[src/hw/rtl/gbd_pkg.sv]
// ---------------------------------------------------------------------------
// Two-button gesture detector package
// Shared types, codes and reset values for the detector's front and back
// parts and its queue.
// ---------------------------------------------------------------------------
package gbd_pkg;

    localparam int TIME_W     = 32;
    localparam int CFG_W      = 16;
    localparam int CFG_IDX_W  = 2;
    localparam int S_TDATA_W  = 40;
    localparam int M_TDATA_W  = 8;
    localparam int M_TUSER_W  = 2;

    localparam int GBD_QUEUE_DEPTH = 4;

    localparam logic [CFG_IDX_W-1:0] REG_SHORT_MIN  = 2'd0;
    localparam logic [CFG_IDX_W-1:0] REG_LONG_PRESS = 2'd1;
    localparam logic [CFG_IDX_W-1:0] REG_CHORD_HOLD = 2'd2;

    localparam logic [CFG_W-1:0] SHORT_MIN_RESET  = 16'd30;
    localparam logic [CFG_W-1:0] LONG_PRESS_RESET = 16'd650;
    localparam logic [CFG_W-1:0] CHORD_HOLD_RESET = 16'd2000;

    typedef enum logic [1:0] {
        ID_LEFT  = 2'd0,
        ID_RIGHT = 2'd1,
        ID_BOTH  = 2'd2
    } button_id_t;

    typedef enum logic [1:0] {
        GEST_SHORT = 2'd0,
        GEST_LONG  = 2'd1,
        GEST_CHORD = 2'd2
    } gesture_t;

    typedef struct packed {
        button_id_t button_id;
        gesture_t   gesture;
    } event_t;

    // One queue entry holds every result of one sample.
    typedef struct packed {
        logic   two;
        event_t ev0;
        event_t ev1;
    } entry_t;

endpackage

[src/hw/rtl/two_button_gesture_detector_core.sv]
// ---------------------------------------------------------------------------
// Two-button gesture detector
// Reports short presses, long presses and the two-button system chord from
// a stream of button samples.
// ---------------------------------------------------------------------------
// Each sample on the s_ channel carries both button levels and a millisecond
// timestamp; the block accepts one sample per clock while the queue has room.
// A sample causes zero, one or two events on the m_ channel, with m_tlast
// marking the last event of a sample. Events pass through the queue and then
// the output register. The queue has QUEUE_DEPTH entries; a sample with
// two events needs two output transfers, so the output port sets the sustained
// rate when most samples produce two events. When the receiver holds m_tready
// low the queue fills and s_tready drops once it is full; samples that
// produce no event still need a free entry to be accepted.
// The cfg channel writes the three hold times and is always ready; write it
// only while no sample is in flight. Reset clears all button state, empties
// the queue and loads the default hold times of 30, 650 and 2000 ms.
// ---------------------------------------------------------------------------
module two_button_gesture_detector_core
    import gbd_pkg::*;
#(
    parameter int QUEUE_DEPTH = GBD_QUEUE_DEPTH
) (
    input  logic                 aclk,
    input  logic                 aresetn,
    input  logic                 cfg_valid,
    output logic                 cfg_ready,
    input  logic [CFG_IDX_W-1:0] cfg_index,
    input  logic [CFG_W-1:0]     cfg_data,
    input  logic                 s_tvalid,
    output logic                 s_tready,
    input  logic [S_TDATA_W-1:0] s_tdata,   // left_pressed, right_pressed, time_ms
    output logic                 m_tvalid,
    input  logic                 m_tready,
    output logic [M_TDATA_W-1:0] m_tdata,   // button_id
    output logic [M_TUSER_W-1:0] m_tuser,   // gesture
    output logic                 m_tlast
);

    logic   q_push, q_full, q_pop, q_empty;
    entry_t q_entry, q_head;

    gbd_front u_front (
        .aclk      (aclk),
        .aresetn   (aresetn),
        .cfg_valid (cfg_valid),
        .cfg_ready (cfg_ready),
        .cfg_index (cfg_index),
        .cfg_data  (cfg_data),
        .s_tvalid  (s_tvalid),
        .s_tready  (s_tready),
        .s_tdata   (s_tdata),
        .q_full    (q_full),
        .q_push    (q_push),
        .q_entry   (q_entry)
    );

    gbd_queue #(
        .DEPTH (QUEUE_DEPTH)
    ) u_queue (
        .aclk       (aclk),
        .aresetn    (aresetn),
        .push       (q_push),
        .push_entry (q_entry),
        .full       (q_full),
        .pop        (q_pop),
        .head       (q_head),
        .empty      (q_empty)
    );

    gbd_back u_back (
        .aclk     (aclk),
        .aresetn  (aresetn),
        .head     (q_head),
        .empty    (q_empty),
        .pop      (q_pop),
        .m_tvalid (m_tvalid),
        .m_tready (m_tready),
        .m_tdata  (m_tdata),
        .m_tuser  (m_tuser),
        .m_tlast  (m_tlast)
    );

endmodule

[src/hw/rtl/gbd_front.sv]
// ---------------------------------------------------------------------------
// Gesture detector front end
// Holds the configuration and button state, accepts samples and turns each
// one into a queue entry with its ordered events.
// ---------------------------------------------------------------------------
module gbd_front
    import gbd_pkg::*;
(
    input  logic                 aclk,
    input  logic                 aresetn,
    input  logic                 cfg_valid,
    output logic                 cfg_ready,
    input  logic [CFG_IDX_W-1:0] cfg_index,
    input  logic [CFG_W-1:0]     cfg_data,
    input  logic                 s_tvalid,
    output logic                 s_tready,
    input  logic [S_TDATA_W-1:0] s_tdata,
    input  logic                 q_full,
    output logic                 q_push,
    output entry_t               q_entry
);

    typedef struct packed {
        logic              held;
        logic              long_done;
        logic [TIME_W-1:0] press_time;
        logic              fire;
        gesture_t          gesture;
    } btn_t;

    function automatic btn_t btn_step(
        input logic              held,
        input logic              long_done,
        input logic [TIME_W-1:0] press_time,
        input logic              down,
        input logic              peer_down,
        input logic [TIME_W-1:0] now,
        input logic              chord,
        input logic [CFG_W-1:0]  short_min,
        input logic [CFG_W-1:0]  long_min
    );
        btn_t              r;
        logic [TIME_W-1:0] dur;
        dur          = now - press_time;
        r.held       = held;
        r.long_done  = long_done;
        r.press_time = press_time;
        r.fire       = 1'b0;
        r.gesture    = GEST_SHORT;
        if (down && !held) begin
            r.held       = 1'b1;
            r.long_done  = 1'b0;
            r.press_time = now;
        end else if (!down && held) begin
            r.fire      = !chord && !long_done &&
                          (dur >= {{(TIME_W-CFG_W){1'b0}}, short_min});
            r.held      = 1'b0;
            r.long_done = 1'b0;
        end else if (down && !peer_down && !long_done &&
                     (dur >= {{(TIME_W-CFG_W){1'b0}}, long_min})) begin
            r.long_done = 1'b1;
            r.fire      = 1'b1;
            r.gesture   = GEST_LONG;
        end
        return r;
    endfunction

    logic [CFG_W-1:0]  short_min_reg, long_press_reg, chord_hold_reg;
    logic              left_held_reg, left_long_reg;
    logic              right_held_reg, right_long_reg;
    logic [TIME_W-1:0] left_time_reg, right_time_reg;
    logic              chord_on_reg, chord_on_next;
    logic [TIME_W-1:0] chord_start_reg, chord_start_next;

    logic              left, right, chord_fire, accept;
    logic [TIME_W-1:0] now;
    btn_t              lb, rb;

    assign left      = s_tdata[0];
    assign right     = s_tdata[1];
    assign now       = s_tdata[TIME_W+1:2];
    assign cfg_ready = 1'b1;
    assign s_tready  = !q_full;
    assign accept    = s_tvalid && s_tready;

    always_comb begin
        chord_on_next    = chord_on_reg;
        chord_start_next = chord_start_reg;
        chord_fire       = 1'b0;
        if (left && right) begin
            if (!chord_on_reg && chord_start_reg == '0) begin
                chord_start_next = now;
            end
            if (!chord_on_reg &&
                (now - chord_start_next) >= {{(TIME_W-CFG_W){1'b0}}, chord_hold_reg}) begin
                chord_on_next = 1'b1;
                chord_fire    = 1'b1;
            end
        end else begin
            if (!left && !right) begin
                chord_on_next = 1'b0;
            end
            chord_start_next = '0;
        end
    end

    assign lb = btn_step(left_held_reg, left_long_reg, left_time_reg, left, right, now,
                         chord_on_next, short_min_reg, long_press_reg);
    assign rb = btn_step(right_held_reg, right_long_reg, right_time_reg, right, left, now,
                         chord_on_next, short_min_reg, long_press_reg);

    always_comb begin
        q_entry.two           = lb.fire && rb.fire;
        q_entry.ev1.button_id = ID_RIGHT;
        q_entry.ev1.gesture   = rb.gesture;
        priority if (chord_fire) begin
            q_entry.ev0.button_id = ID_BOTH;
            q_entry.ev0.gesture   = GEST_CHORD;
        end else if (lb.fire) begin
            q_entry.ev0.button_id = ID_LEFT;
            q_entry.ev0.gesture   = lb.gesture;
        end else begin
            q_entry.ev0.button_id = ID_RIGHT;
            q_entry.ev0.gesture   = rb.gesture;
        end
    end

    assign q_push = accept && (chord_fire || lb.fire || rb.fire);

    always_ff @(posedge aclk) begin
        if (!aresetn) begin
            short_min_reg  <= SHORT_MIN_RESET;
            long_press_reg <= LONG_PRESS_RESET;
            chord_hold_reg <= CHORD_HOLD_RESET;
        end else if (cfg_valid && cfg_ready) begin
            unique case (cfg_index)
                REG_SHORT_MIN:  short_min_reg  <= cfg_data;
                REG_LONG_PRESS: long_press_reg <= cfg_data;
                REG_CHORD_HOLD: chord_hold_reg <= cfg_data;
                default: ;
            endcase
        end
    end

    always_ff @(posedge aclk) begin
        if (!aresetn) begin
            left_held_reg   <= 1'b0;
            left_long_reg   <= 1'b0;
            left_time_reg   <= '0;
            right_held_reg  <= 1'b0;
            right_long_reg  <= 1'b0;
            right_time_reg  <= '0;
            chord_on_reg    <= 1'b0;
            chord_start_reg <= '0;
        end else if (accept) begin
            left_held_reg   <= lb.held;
            left_long_reg   <= lb.long_done;
            left_time_reg   <= lb.press_time;
            right_held_reg  <= rb.held;
            right_long_reg  <= rb.long_done;
            right_time_reg  <= rb.press_time;
            chord_on_reg    <= chord_on_next;
            chord_start_reg <= chord_start_next;
        end
    end

endmodule

[src/hw/rtl/gbd_queue.sv]
// ---------------------------------------------------------------------------
// Gesture detector event queue
// Small first-in first-out store of event entries between front and back.
// ---------------------------------------------------------------------------
module gbd_queue
    import gbd_pkg::*;
#(
    parameter int DEPTH = GBD_QUEUE_DEPTH
) (
    input  logic   aclk,
    input  logic   aresetn,
    input  logic   push,
    input  entry_t push_entry,
    output logic   full,
    input  logic   pop,
    output entry_t head,
    output logic   empty
);

    localparam int PTR_W = (DEPTH > 1) ? $clog2(DEPTH) : 1;
    localparam int CNT_W = $clog2(DEPTH + 1);
    localparam logic [PTR_W-1:0] LAST_PTR = PTR_W'(DEPTH - 1);
    localparam logic [CNT_W-1:0] FULL_CNT = CNT_W'(DEPTH);

    entry_t            mem_reg [DEPTH];
    logic [PTR_W-1:0]  wr_ptr_reg, rd_ptr_reg;
    logic [CNT_W-1:0]  count_reg;
    logic              do_push, do_pop;

    assign full    = (count_reg == FULL_CNT);
    assign empty   = (count_reg == '0);
    assign do_push = push && !full;
    assign do_pop  = pop && !empty;
    assign head    = mem_reg[rd_ptr_reg];

    always_ff @(posedge aclk) begin
        if (do_push) begin
            mem_reg[wr_ptr_reg] <= push_entry;
        end
    end

    always_ff @(posedge aclk) begin
        if (!aresetn) begin
            wr_ptr_reg <= '0;
            rd_ptr_reg <= '0;
            count_reg  <= '0;
        end else begin
            if (do_push) begin
                wr_ptr_reg <= (wr_ptr_reg == LAST_PTR) ? '0 : wr_ptr_reg + 1'b1;
            end
            if (do_pop) begin
                rd_ptr_reg <= (rd_ptr_reg == LAST_PTR) ? '0 : rd_ptr_reg + 1'b1;
            end
            if (do_push && !do_pop) begin
                count_reg <= count_reg + 1'b1;
            end else if (do_pop && !do_push) begin
                count_reg <= count_reg - 1'b1;
            end
        end
    end

endmodule

[src/hw/rtl/gbd_back.sv]
// ---------------------------------------------------------------------------
// Gesture detector back end
// Unpacks queue entries into single events and holds them in the output
// register until the receiver takes them.
// ---------------------------------------------------------------------------
module gbd_back
    import gbd_pkg::*;
(
    input  logic                 aclk,
    input  logic                 aresetn,
    input  entry_t               head,
    input  logic                 empty,
    output logic                 pop,
    output logic                 m_tvalid,
    input  logic                 m_tready,
    output logic [M_TDATA_W-1:0] m_tdata,
    output logic [M_TUSER_W-1:0] m_tuser,
    output logic                 m_tlast
);

    logic       valid_reg, valid_next;
    logic       second_reg, second_next;
    event_t     ev_reg, ev_next;
    logic       last_reg, last_next;
    logic       load;

    assign load = !empty && (!valid_reg || m_tready);

    always_comb begin
        valid_next  = valid_reg && !m_tready;
        second_next = second_reg;
        ev_next     = ev_reg;
        last_next   = last_reg;
        pop         = 1'b0;
        if (load) begin
            valid_next = 1'b1;
            if (head.two && !second_reg) begin
                ev_next     = head.ev0;
                last_next   = 1'b0;
                second_next = 1'b1;
            end else if (head.two) begin
                ev_next     = head.ev1;
                last_next   = 1'b1;
                second_next = 1'b0;
                pop         = 1'b1;
            end else begin
                ev_next   = head.ev0;
                last_next = 1'b1;
                pop       = 1'b1;
            end
        end
    end

    always_ff @(posedge aclk) begin
        if (!aresetn) begin
            valid_reg  <= 1'b0;
            second_reg <= 1'b0;
        end else begin
            valid_reg  <= valid_next;
            second_reg <= second_next;
        end
    end

    always_ff @(posedge aclk) begin
        ev_reg   <= ev_next;
        last_reg <= last_next;
    end

    assign m_tvalid = valid_reg;
    assign m_tdata  = {{(M_TDATA_W-2){1'b0}}, ev_reg.button_id};
    assign m_tuser  = ev_reg.gesture;
    assign m_tlast  = last_reg;

endmodule

[config.mk]
export PLATFORM = sky130hd
export DESIGN_NAME = two_button_gesture_detector_core
export DESIGN_NICKNAME = d
export VERILOG_FILES = /design/src/hw/rtl/gbd_pkg.sv /design/src/hw/rtl/two_button_gesture_detector_core.sv /design/src/hw/rtl/gbd_front.sv /design/src/hw/rtl/gbd_queue.sv /design/src/hw/rtl/gbd_back.sv
export SDC_FILE = /design/constraint.sdc
export NUM_CORES = 1
export LEC_CHECK = 0
export BUFFER_PORTS_ARGS = -buffer_cell sky130_fd_sc_hd__buf_2
export CAP_MARGIN = 20
export CORE_ASPECT_RATIO = 0.5
export CORE_MARGIN = 4
export CORE_UTILIZATION = 52
export DETAILED_ROUTE_END_ITERATION = 8
export PLACE_DENSITY_LB_ADDON = 0.15
export SYNTH_ARGS = -nofsm -noshare
export SYNTH_HDL_FRONTEND = slang
export SYNTH_SLANG_ARGS = --single-unit
[constraint.sdc]
create_clock -name aclk -period 6.21 [get_ports aclk]
set_input_delay 0.3105 -clock aclk [delete_from_list [all_inputs] [get_ports aclk]]
set_output_delay 0.3105 -clock aclk [all_outputs]
set_load 0.03 [all_outputs]
== Word level (Yosys, flattened, before mapping) ==
Memory sizes are Yosys's and may differ from the RTL's. A register that Yosys moved wholly into a read port is not among the register bits.
Cells that the tools add are included.
W data, S select, Z words.

* Bits in registers: 163
* Latch bits: 0
* Bits in writable memories: 28
* ROM bits: 0
* Input bits: 63
* Output and inout bits: 14
* Logic and storage cells: 143
* Memories kept: 1

* Add/sub/neg operators: 7
* Multiply operators: 0
* Divide/modulo/power cells: 0
* Magnitude comparators: 5
* Equality and inequality tests: 5
* Shift-type cells: 0
* Multiplexer cells: 41
* Bitwise gates (word level): 0
* Reduce and logical (&&, ||, !) cells: 65

{| class="wikitable"
|+ Memory list
! memory !! depth !! bits a word !! read ports !! clocked after Yosys merged registers in !! write ports !! line !! text
|-
| u_queue.mem_reg || 4 || 7 || 1 || 1 || 1 || gbd_queue.sv:25 || <nowiki>entry_t mem_reg [DEPTH];</nowiki>
|}

{| class="wikitable"
|+ Operators by type and width
! operator !! count
|-
| $ge A32 B16 Y1 || 5
|-
| $mux W32 || 3
|-
| $sub A32 B32 Y32 || 3
|-
| $logic_not A32 Y1 || 1
|-
| $logic_and A1 B1 Y1 || 28
|-
| $mux W3 || 7
|-
| $mux W1 || 20
|-
| $reduce_and A2 Y1 || 10
|-
| $mux W2 || 8
|-
| $logic_not A1 Y1 || 15
|-
| $mux W4 || 3
|-
| $reduce_bool A2 Y1 || 4
|-
| $eq A2 B2 Y1 const B || 3
|-
| $reduce_bool A3 Y1 || 2
|-
| $add A2 B1 Y2 const B || 2
|-
| $add A3 B1 Y3 const B || 1
|-
| $eq A3 B3 Y1 const B || 1
|-
| $logic_not A3 Y1 || 1
|-
| $logic_or A1 B1 Y1 || 3
|-
| $sub A3 B1 Y3 const B || 1
|-
| $eq A2 B1 Y1 const B || 1
|-
| $logic_not A2 Y1 || 1
|}

== Logic depth before layout (Yosys ltp) ==
Gate-level depths: netlist (run 1).

* Depth in word-level cells: 22
* Depth in mapped cells: 32
* Gate-level depth less buffers: 31

== Hierarchy ==
From an unflattened synthesis (run 1), not the netlist that was laid out.

* Cells, all modules: 1957
* Area, all modules: 15351.0 sq um

{| class="wikitable"
|+ Modules (own cells, without submodules)
! module !! times used !! cells each !! area an instance (sq um) !! seq. area each (sq um)
|-
| gbd_front || 1 || 1830 || 13222.7 || 2982.9
|-
| gbd_queue || 1 || 98 || 1774.2 || 1261.2
|-
| gbd_back || 1 || 29 || 354.1 || 190.2
|}

== Worst setup path before layout (run 1) ==
Ideal clock, no wire load.

* Kind: register -> register
* Start point: register u_front.chord_start_reg[2]
* End point: register u_queue.count_reg[2]
* Arrival: 6.724 ns
* Setup slack: -0.585 ns
* Cell stages (with the launch flop): 31
* Path buffers: 1
* Period minus slack after synthesis: 6.795 ns
* Cell sequence: dfxtp_1 -> nor4_1 -> nand4_1 -> nor3_1 -> clkbuf_1 -> a21o_1 -> ha_1 -> inv_1 -> fa_1 -> a21o_1 -> a221o_2 -> o211ai_2 -> nor2b_1 -> xnor2_1 -> ha_1 -> a21o_1 -> a32o_1 -> nor3_1 -> o21ai_0 -> or4_1 -> nor4_2 -> a21oi_2 -> a211oi_2 -> a211oi_4 -> a21oi_4 -> ha_1 -> inv_1 -> fa_1 -> xor2_1 -> or3_1 -> a21oi_1

* Cells in the longest elaborated chain, start to end: 21
* Elaborated cells on any way between the ends: 29
* Those cells by class: 1 x add/sub; 1 x order compare; 11 x mux; 16 x reduce/logical

{| class="wikitable"
|+ RTL lines
! element !! line !! text
|-
| start: declaration || gbd_front.sv:73 || <nowiki>logic [TIME_W-1:0] chord_start_reg, chord_start_next;</nowiki>
|-
| start signal: assignment || gbd_front.sv:163 || <nowiki>chord_start_reg <= chord_start_next;</nowiki>
|-
| $logic_not A32 Y1 || gbd_front.sv:91 || <nowiki>if (!chord_on_reg && chord_start_reg == '0) begin</nowiki>
|-
| $logic_and A1 B1 Y1 || gbd_front.sv:91 ||
|-
| $mux W32 (*) || gbd_front.sv:91 ||
|-
| $mux W32 (*) || gbd_front.sv:90 || <nowiki>if (left && right) begin</nowiki>
|-
| $sub A32 B32 Y32 (*) || gbd_front.sv:95 || <nowiki>(now - chord_start_next) >= {{(TIME_W-CFG_W){1'b0}}, chord_hold_reg}) begin</nowiki>
|-
| $ge A32 B16 Y1 (*) || gbd_front.sv:95 ||
|-
| $logic_and A1 B1 Y1 (*) || gbd_front.sv:94 || <nowiki>if (!chord_on_reg &&</nowiki>
|-
| $mux W1 || gbd_front.sv:94 ||
|-
| [6 not listed] || n/a ||
|-
| $logic_or A1 B1 Y1 || gbd_front.sv:128 || <nowiki>assign q_push = accept && (chord_fire || lb.fire || rb.fire);</nowiki>
|-
| $logic_or A1 B1 Y1 (*) || gbd_front.sv:128 ||
|-
| $logic_and A1 B1 Y1 (*) || gbd_front.sv:128 ||
|-
| $logic_and A1 B1 Y1 (*) || gbd_queue.sv:32 || <nowiki>assign do_push = push && !full;</nowiki>
|-
| named net u_queue.do_push || gbd_queue.sv:28 || <nowiki>logic do_push, do_pop;</nowiki>
|-
| $logic_not A1 Y1 || gbd_queue.sv:56 || <nowiki>end else if (do_pop && !do_push) begin</nowiki>
|-
| $logic_and A1 B1 Y1 || gbd_queue.sv:56 ||
|-
| $reduce_bool A2 Y1 (no source line) || n/a ||
|-
| end signal: assignment || gbd_queue.sv:55 || <nowiki>count_reg <= count_reg + 1'b1;</nowiki>
|-
| end signal: assignment || gbd_queue.sv:57 || <nowiki>count_reg <= count_reg - 1'b1;</nowiki>
|-
| end: declaration || gbd_queue.sv:27 || <nowiki>logic [CNT_W-1:0] count_reg;</nowiki>
|}

The timed path passes the listed nets; every way through them passes the cells marked *. The select of a mux whose other input is x is not followed.
A chain may end at the register's enable or synchronous reset.

== Worst setup path after layout (run 1) ==
* Start point: register u_front.chord_on_reg
* End point: register u_queue.count_reg[2]

* Cells in the longest elaborated chain, start to end: 21
* Elaborated cells on any way between the ends: 30
* Those cells by class: 1 x add/sub; 1 x order compare; 12 x mux; 16 x reduce/logical

{| class="wikitable"
|+ RTL lines
! element !! line !! text
|-
| start: declaration || gbd_front.sv:72 || <nowiki>logic chord_on_reg, chord_on_next;</nowiki>
|-
| start signal: assignment || gbd_front.sv:162 || <nowiki>chord_on_reg <= chord_on_next;</nowiki>
|-
| $logic_not A1 Y1 || gbd_front.sv:91, gbd_front.sv:94 ||
|-
| $logic_and A1 B1 Y1 || gbd_front.sv:91 ||
|-
| $mux W32 || gbd_front.sv:91 ||
|-
| $mux W32 || gbd_front.sv:90 ||
|-
| $sub A32 B32 Y32 || gbd_front.sv:95 ||
|-
| $ge A32 B16 Y1 || gbd_front.sv:95 ||
|-
| $logic_and A1 B1 Y1 || gbd_front.sv:94 ||
|-
| $mux W1 || gbd_front.sv:94 ||
|-
| [6 not listed] || n/a ||
|-
| $logic_or A1 B1 Y1 || gbd_front.sv:128 ||
|-
| $logic_or A1 B1 Y1 (*) || gbd_front.sv:128 ||
|-
| $logic_and A1 B1 Y1 (*) || gbd_front.sv:128 ||
|-
| $logic_and A1 B1 Y1 (*) || gbd_queue.sv:32 ||
|-
| named net u_queue.do_push || gbd_queue.sv:28 ||
|-
| $logic_not A1 Y1 || gbd_queue.sv:56 ||
|-
| $logic_and A1 B1 Y1 || gbd_queue.sv:56 ||
|-
| $reduce_bool A2 Y1 (no source line) || n/a ||
|}

Marks and branches as above.

==> run metrics, run 1 <==
clk root buf clkbuf_16; CTS Hold Buffers Added 0; first-pass GRT wire length 75910 um; Syn-to-layout area delta 17.23%; largest net degree at the start of global routing 77; n_diodes 0; antenna viol nets, final 0; TritonCTS Sinks 184; worst-margin pin slew 906.9 ps; worst path arrival time 6910 ps; Post-synth EDFFs 24; PortBufs 63; total chip power 6.821 mW; CP max FO 5; DP Area 16590 um^2; CTS tree built; flops & latches, synth 184; largest cells by area after synthesis dfxtp_1 21%, ha_1 15%, a21oi_1 9.9%; initial detailed-routing violation count 1252; clock tree buffer depth 2; fill count 2595; final WL 48590 um; Distinct cells, synth 94; Max Freq 0.1533 GHz; via count 15230; PwrDens 384.8 nW/um^2; startpoint types flip-flop; RSZ-0062 raised after global routing yes; Initial Util 0.5375; Pins Over Slew Limit 0; DR pass1 iterations 6; Final Util 0.6300; Mapped Area 15120 um^2; number of global-route vias before repair 13830; # H-tree levels 4; final worst path period need 6523 ps; Leakage 7.240 nW; GRT Util Overall 0.2952; hpwl dp 37940 um; sequential area share after synthesis 0.2595; Post-Syn Area per Cell 7.498 um^2; peak supply drop 0.0002773 V; failing checks setup timing; die area 32040 um^2; fin crit share 1.050; Synth area leader dfxtp_1; Hold WC Path Type input port to flip-flop; CP max stage cell or4_4; Final WS setup -313.2 ps; DRC viols 0; die height 128.6 um; Placement Setup Slack -487.7 ps; io pins 77; CP max stage delay 440 ps; WP buf/inv 4; Vias/cell 5.945; RD Place Congestion 1.027; cell count after synthesis 2017; num rows 43; Hold Slack 113.7 ps; Final Hold Viols 0; outcome finished, violations left; die width 249.2 um; CP dominant cell by count a21o_1; gr ovfl total 0; Finished Cell Area 17730 um^2; Nets 2416; Crit path max-delay family compound AO/OA/AOI/OAI gates; CTS buffer count 17; placeable core area 28140 um^2; max-cap viol count 0; top-area cell type share of the netlist area 0.2118; Req. time, crit path 6600 ps; clk_lat worst skew 460 ps; Crit. End Element flip-flop; Rel. slew slack 0.3934; Setup violations, final 2; Main synth FF type dfxtp_1; Worst-path clk slew 70 ps; antenna violations before repair 0; synth warn 0; skew final 10.65 ps; routed len/inst 18.97 um; Synth async-reset ratio 0; layout cell share with drive strength beyond 1 0.1657; critical path type flip-flop to flip-flop
[logic make-up (layout without fill, tap and decap cells)]
kind of cell | count (synthesis) | after routing | synth area share
AO/OA/AOI/OAI | 608 | 608 | 0.2518
XOR/XNOR | 68 | 68 | 0.03938
adder cells (fa/ha/maj) | 187 | 187 | 0.1567
buffers and inverters | 243 | 400 | 0.06362
flip-flops | 184 | 184 | 0.2595
multiplexers | 21 | 21 | 0.01828
other | 2 | 7 | 0.0004966
AND/OR/NAND/NOR | 704 | 704 | 0.2102
[worst reg2reg max path, delay by kind of cell, from the launching register on]
family / cells / cell delay (ps)
flip-flops: 1 / 340
AO/OA/AOI/OAI: 13 / 2530
XOR/XNOR: 2 / 290
buffers and inverters: 4 / 370
AND/OR/NAND/NOR: 7 / 1770
adder cells (fa/ha/maj): 5 / 1160
[timing repair]
action                                  in CTS  in global routing
gates cloned                                 0                  0
buffers inserted                            13                  8
endpoints found under the setup margin       3                 33
resized for setup                           27                 45
pin swaps                                   38                 31
[power breakdown]
part / switching [mW] / internal, mW
logic: 2.41 / 1.82
clock network: 0.511 / 0.688
registers: 0.0683 / 1.33
total: 2.99 / 3.83
[final cells by class]
| type | instances | area, um^2 | share of cell area |
|---|---|---|---|
| timing repair buffer | 219 | 1518 | 0.08561 |
| clock buffer | 18 | 439.2 | 0.02477 |
| multi-input combinational | 1595 | 10610 | 0.5985 |
| tap | 382 | 478.0 | 0.02696 |
| clock inverter | 14 | 193.9 | 0.01094 |
| inverter | 149 | 561.8 | 0.03169 |
| sequential | 184 | 3928 | 0.2215 |
[path summary, 6_finish.rpt]
| kind | startpoint | depth (start not counted) | end | slack, ps |
|---|---|---|---|---|
| max reg2reg | u_front.chord_on_reg$_SDFFE_PN0P_ | 31 | u_queue.count_reg[2]$_SDFFE_PN0P_ | -310 |
| max | u_front.chord_on_reg$_SDFFE_PN0P_ | 31 | u_queue.count_reg[2]$_SDFFE_PN0P_ | -310 |
| min | m_tready | 4 | u_back.m_tvalid$_SDFF_PN0_ | 110 |
| min reg2reg | u_front.right_time_reg[22]$_SDFFE_PN0P_ | 2 | u_front.right_time_reg[22]$_SDFFE_PN0P_ | 450 |
[per-layer routing]
layer / share of wire / global-route usage / vias up / wire [um]
met5: 0 / 0 / - / 0
met4: 0.019 / 0.07012 / 0 / 930
met3: 0.083 / 0.06221 / 73 / 4052
met2: 0.42 / 0.4483 / 534 / 20500
met1: 0.48 / 0.4314 / 7165 / 23110
li1: - / - / 7453 / -
[per-stage QoR]
step / instances / setup TNS, ps
floorplan: 2022 / -293.9
finish: 2561 / -425.6
CTS: 2554 / -212.5
detailed placement: 2509 / -987.5
global placement: 2509 / -656.5
global route: 2561 / -3221
[cell usage after synthesis (24+ instances only)]
library cell	instances
nand3_1	33
a21oi_1	300
edfxtp_1	24
clkbuf_1	73
inv_1	148
nor2_1	137
ha_1	183
a211oi_1	26
o211ai_1	37
xnor2_1	41
nand4_1	36
o21ai_0	65
dfxtp_1	160
a21o_1	46
nand2_1	355
nor3_1	36
xor2_1	27
[cells in the final DEF, fill, tap and decap left out, types with 13 or more instances in the layout]
master / count
o21a_1: 20
dfxtp_1: 157
nor4_1: 14
o211ai_1: 37
buf_4: 150
xnor2_1: 39
mux2i_1: 13
a21o_1: 46
a211oi_1: 25
nor3_1: 31
clkbuf_16: 17
nand2_1: 354
a21oi_1: 286
nor2_1: 137
ha_1: 177
xor2_1: 27
edfxtp_1: 24
o21ai_0: 63
buf_2: 63
inv_1: 145
nand3_1: 32
a21oi_2: 15
nand4_1: 36
Power figures use the tool's default switching activity.
==> run 2: changes to the inputs <==
- ABC_AREA: not set -> 1
- GPL_TIMING_DRIVEN: not set -> 1
==> run metrics, run 2 <==
CP max FO 20; die height 135.2 um; Placement Setup Slack 306.7 ps; die width 262.3 um; Setup violations, final 0; CP max stage cell fa_1; skew final 12.17 ps; Initial Util 0.5294; placeable core area 31770 um^2; peak supply drop 0.0002100 V; layout cell share with drive strength beyond 1 0.07643; Mapped Area 16820 um^2; Main synth FF type dfxtp_1; CTS Hold Buffers Added 0; DP Cell Count 3212; top-area cell type share of the netlist area 0.1904; Distinct cells, synth 48; Synth async-reset ratio 0; list of most frequent post-synthesis cells 848 x nand2_1, 522 x inv_1, 232 x a21oi_1, 190 x nor2_1, 183 x ha_1; Comb power frac 0.608; first-pass GRT wire length 78290 um; Nets 3050; Non-Filler Instances 3245; Leakage 9.573 nW; Pins Over Slew Limit 0; flops & latches, synth 184; Final Hold Viols 0; outcome complete, no violations; io pins 77; clk_lat worst skew 460 ps; gr ovfl total 0; PwrDens 353.0 nW/um^2; Hold Slack 114.1 ps; number of global-route vias before repair 15040; worst r2r src u_front.chord_start_reg[28]$_SDFFE_PN0P_; Req. time, crit path 6600 ps; most frequent cells in the layout 842 x nand2_1, 520 x inv_1, 231 x a21oi_1, 188 x nor2_1, 180 x ha_1; largest cells by area after synthesis dfxtp_1 19%, nand2_1 19%, ha_1 14%; count leader, synth nand2_1; Vias/cell 5.149; CP dominant cell by count nand2_1; Synth area leader dfxtp_1; PortBufs 63; Internal Power 3.300 mW; RD Place Congestion 0.9821; final worst path period need 5678 ps; CP Launch Point u_front.chord_start_reg[28]$_SDFFE_PN0P_; cell count after synthesis 2760; Post-Syn Area per Cell 6.094 um^2; routed len/inst 15.23 um; NetSw 3.121 mW; hpwl dp 40590 um; total negative setup slack 0 ps; worst setup path end u_queue.count_reg[2]$_SDFFE_PN0P_; r2r endpoint u_queue.count_reg[2]$_SDFFE_PN0P_; DR pass1 iterations 5; Stages on worst setup path 46; fin crit share 0.9143; Hold WC Path Type input port to flip-flop; clock tree buffer depth 2; switching part of the total power 0.4861; critical path type flip-flop to flip-flop; GRT Util Overall 0.2765; DRC viols 0; Crit path max-delay family simple AND/OR/NAND/NOR gates; CP max stage delay 390 ps; n_diodes 0; Worst-path clk slew 70 ps; largest net degree at the start of global routing 79; CTS buffer count 17; Final Util 0.5725; reg2reg path depth 46; antenna violations before repair 2; worst-margin pin slew 1005 ps; max-cap viol count 0; final WL 49420 um; Clk network pwr share 0.170; WP buf/inv 9; synth warn 0; clk root buf clkbuf_16; initial detailed-routing violation count 1451; antenna viol nets, final 0; TritonCTS Sinks 184; Syn-to-layout area delta 8.145%; Post-synth EDFFs 24; sequential area share after synthesis 0.2333; startpoint types flip-flop; Max Freq 0.1761 GHz; Seq pwr share 0.222; # H-tree levels 4; Rel. slew slack 0.3303; Final WS setup 532.0 ps; Crit. End Element flip-flop; via count 16710; num rows 46; die area 35460 um^2; Reg2Reg Setup Slack 530 ps; most common cell after layout, fill and taps aside nand2_1; worst path arrival time 6070 ps; RSZ-0062 raised after global routing no; CTS tree built
==> run 2: cell count changes after synthesis, sizes merged, moves of 21 or more <==
cell,previous run,this run
nand2,355,873
inv,149,535
nand3,34,115
nor2,139,212
a21oi,305,234
o21ai,72,133
a21o,47,5
xnor2,41,2
clkbuf,73,43
a211oi,32,8
o211ai,39,15
nor4,22,1
==> run 2: worst min-delay path, cell delays in order <==
cell and delay (ps):
buf_2 110, nand2_1 50, o211ai_1 60
==> run 2: logic make-up (layout without fill, tap and decap cells) <==
logic type      Yosys count  in the layout  share of synthesized area
xor+xnor                 46             46                    0.02395
flops                   184            184                     0.2333
fa+ha+maj               187            187                     0.1409
buf+inv                 596            644                     0.1349
simple gates           1321           1321                     0.3308
compound gates          424            424                     0.1357
other cells               2              7                  0.0004465
==> run 2: stage by stage <==
step	total power, mW	area [um^2]
6_report	6.421	18190
5_1_grt	7.063	18190
4_1_cts	6.335	18090
3_5_place_dp	5.228	17520
3_3_place_gp	5.150	17520
2_1_floorplan	4.305	16840
==> run 2: how the worst min path moves through the flow <==
stage                                             from                                       to  slack, ps  cells past startpoint
5_1_grt                                    cfg_data[2]    u_front.short_min_reg[2]$_SDFFE_PN1P_        100                      3
6_report                                   cfg_data[4]    u_front.short_min_reg[4]$_SDFFE_PN1P_        110                      3
3_3_place_gp    u_front.right_time_reg[4]$_SDFFE_PN0P_   u_front.right_time_reg[4]$_SDFFE_PN0P_        440                      2
4_1_cts                                    cfg_data[4]    u_front.short_min_reg[4]$_SDFFE_PN1P_         90                      3
3_5_place_dp   u_front.right_time_reg[17]$_SDFFE_PN0P_  u_front.right_time_reg[17]$_SDFFE_PN0P_        450                      2
2_1_floorplan   u_front.left_time_reg[10]$_SDFFE_PN0P_   u_front.left_time_reg[10]$_SDFFE_PN0P_        430                      2
==> run 2: timing repair <==
action / 4_1_cts / 5_1_grt
setup endpoints to repair: 0 / 2
buffers inserted: 0 / 1
resized for setup: 0 / 21
==> run 2: power groups by stage <==
stage / Clock, mW / Sequential (mW) / Combinational, mW
3_3_place_gp: 0 / 1.45 / 3.70
6_report: 1.09 / 1.43 / 3.90
4_1_cts: 1.11 / 1.43 / 3.80
2_1_floorplan: 0 / 1.47 / 2.84
3_5_place_dp: 0 / 1.45 / 3.77
5_1_grt: 1.16 / 1.44 / 4.46
==> run 2: layout make-up <==
| cell class | count | area, um^2 |
|---|---|---|
| clock buffer | 18 | 439.2 |
| sequential | 184 | 3924 |
| timing repair buffer | 71 | 390.4 |
| tap | 432 | 540.5 |
| inverter | 541 | 2033 |
| multi-input combinational | 1985 | 10730 |
| clock inverter | 14 | 133.9 |
| fill | 3283 | 13580 |
==> run 2: metal layers <==
| metal | global-route usage | wire length (um) | vias up |
|---|---|---|---|
| li1 | - | - | 8757 |
| met1 | 0.4051 | 24930 | 7495 |
| met2 | 0.4253 | 20320 | 400 |
| met3 | 0.05625 | 3498 | 53 |
| met4 | 0.05271 | 663 | 2 |
| met5 | 0 | 13 | - |
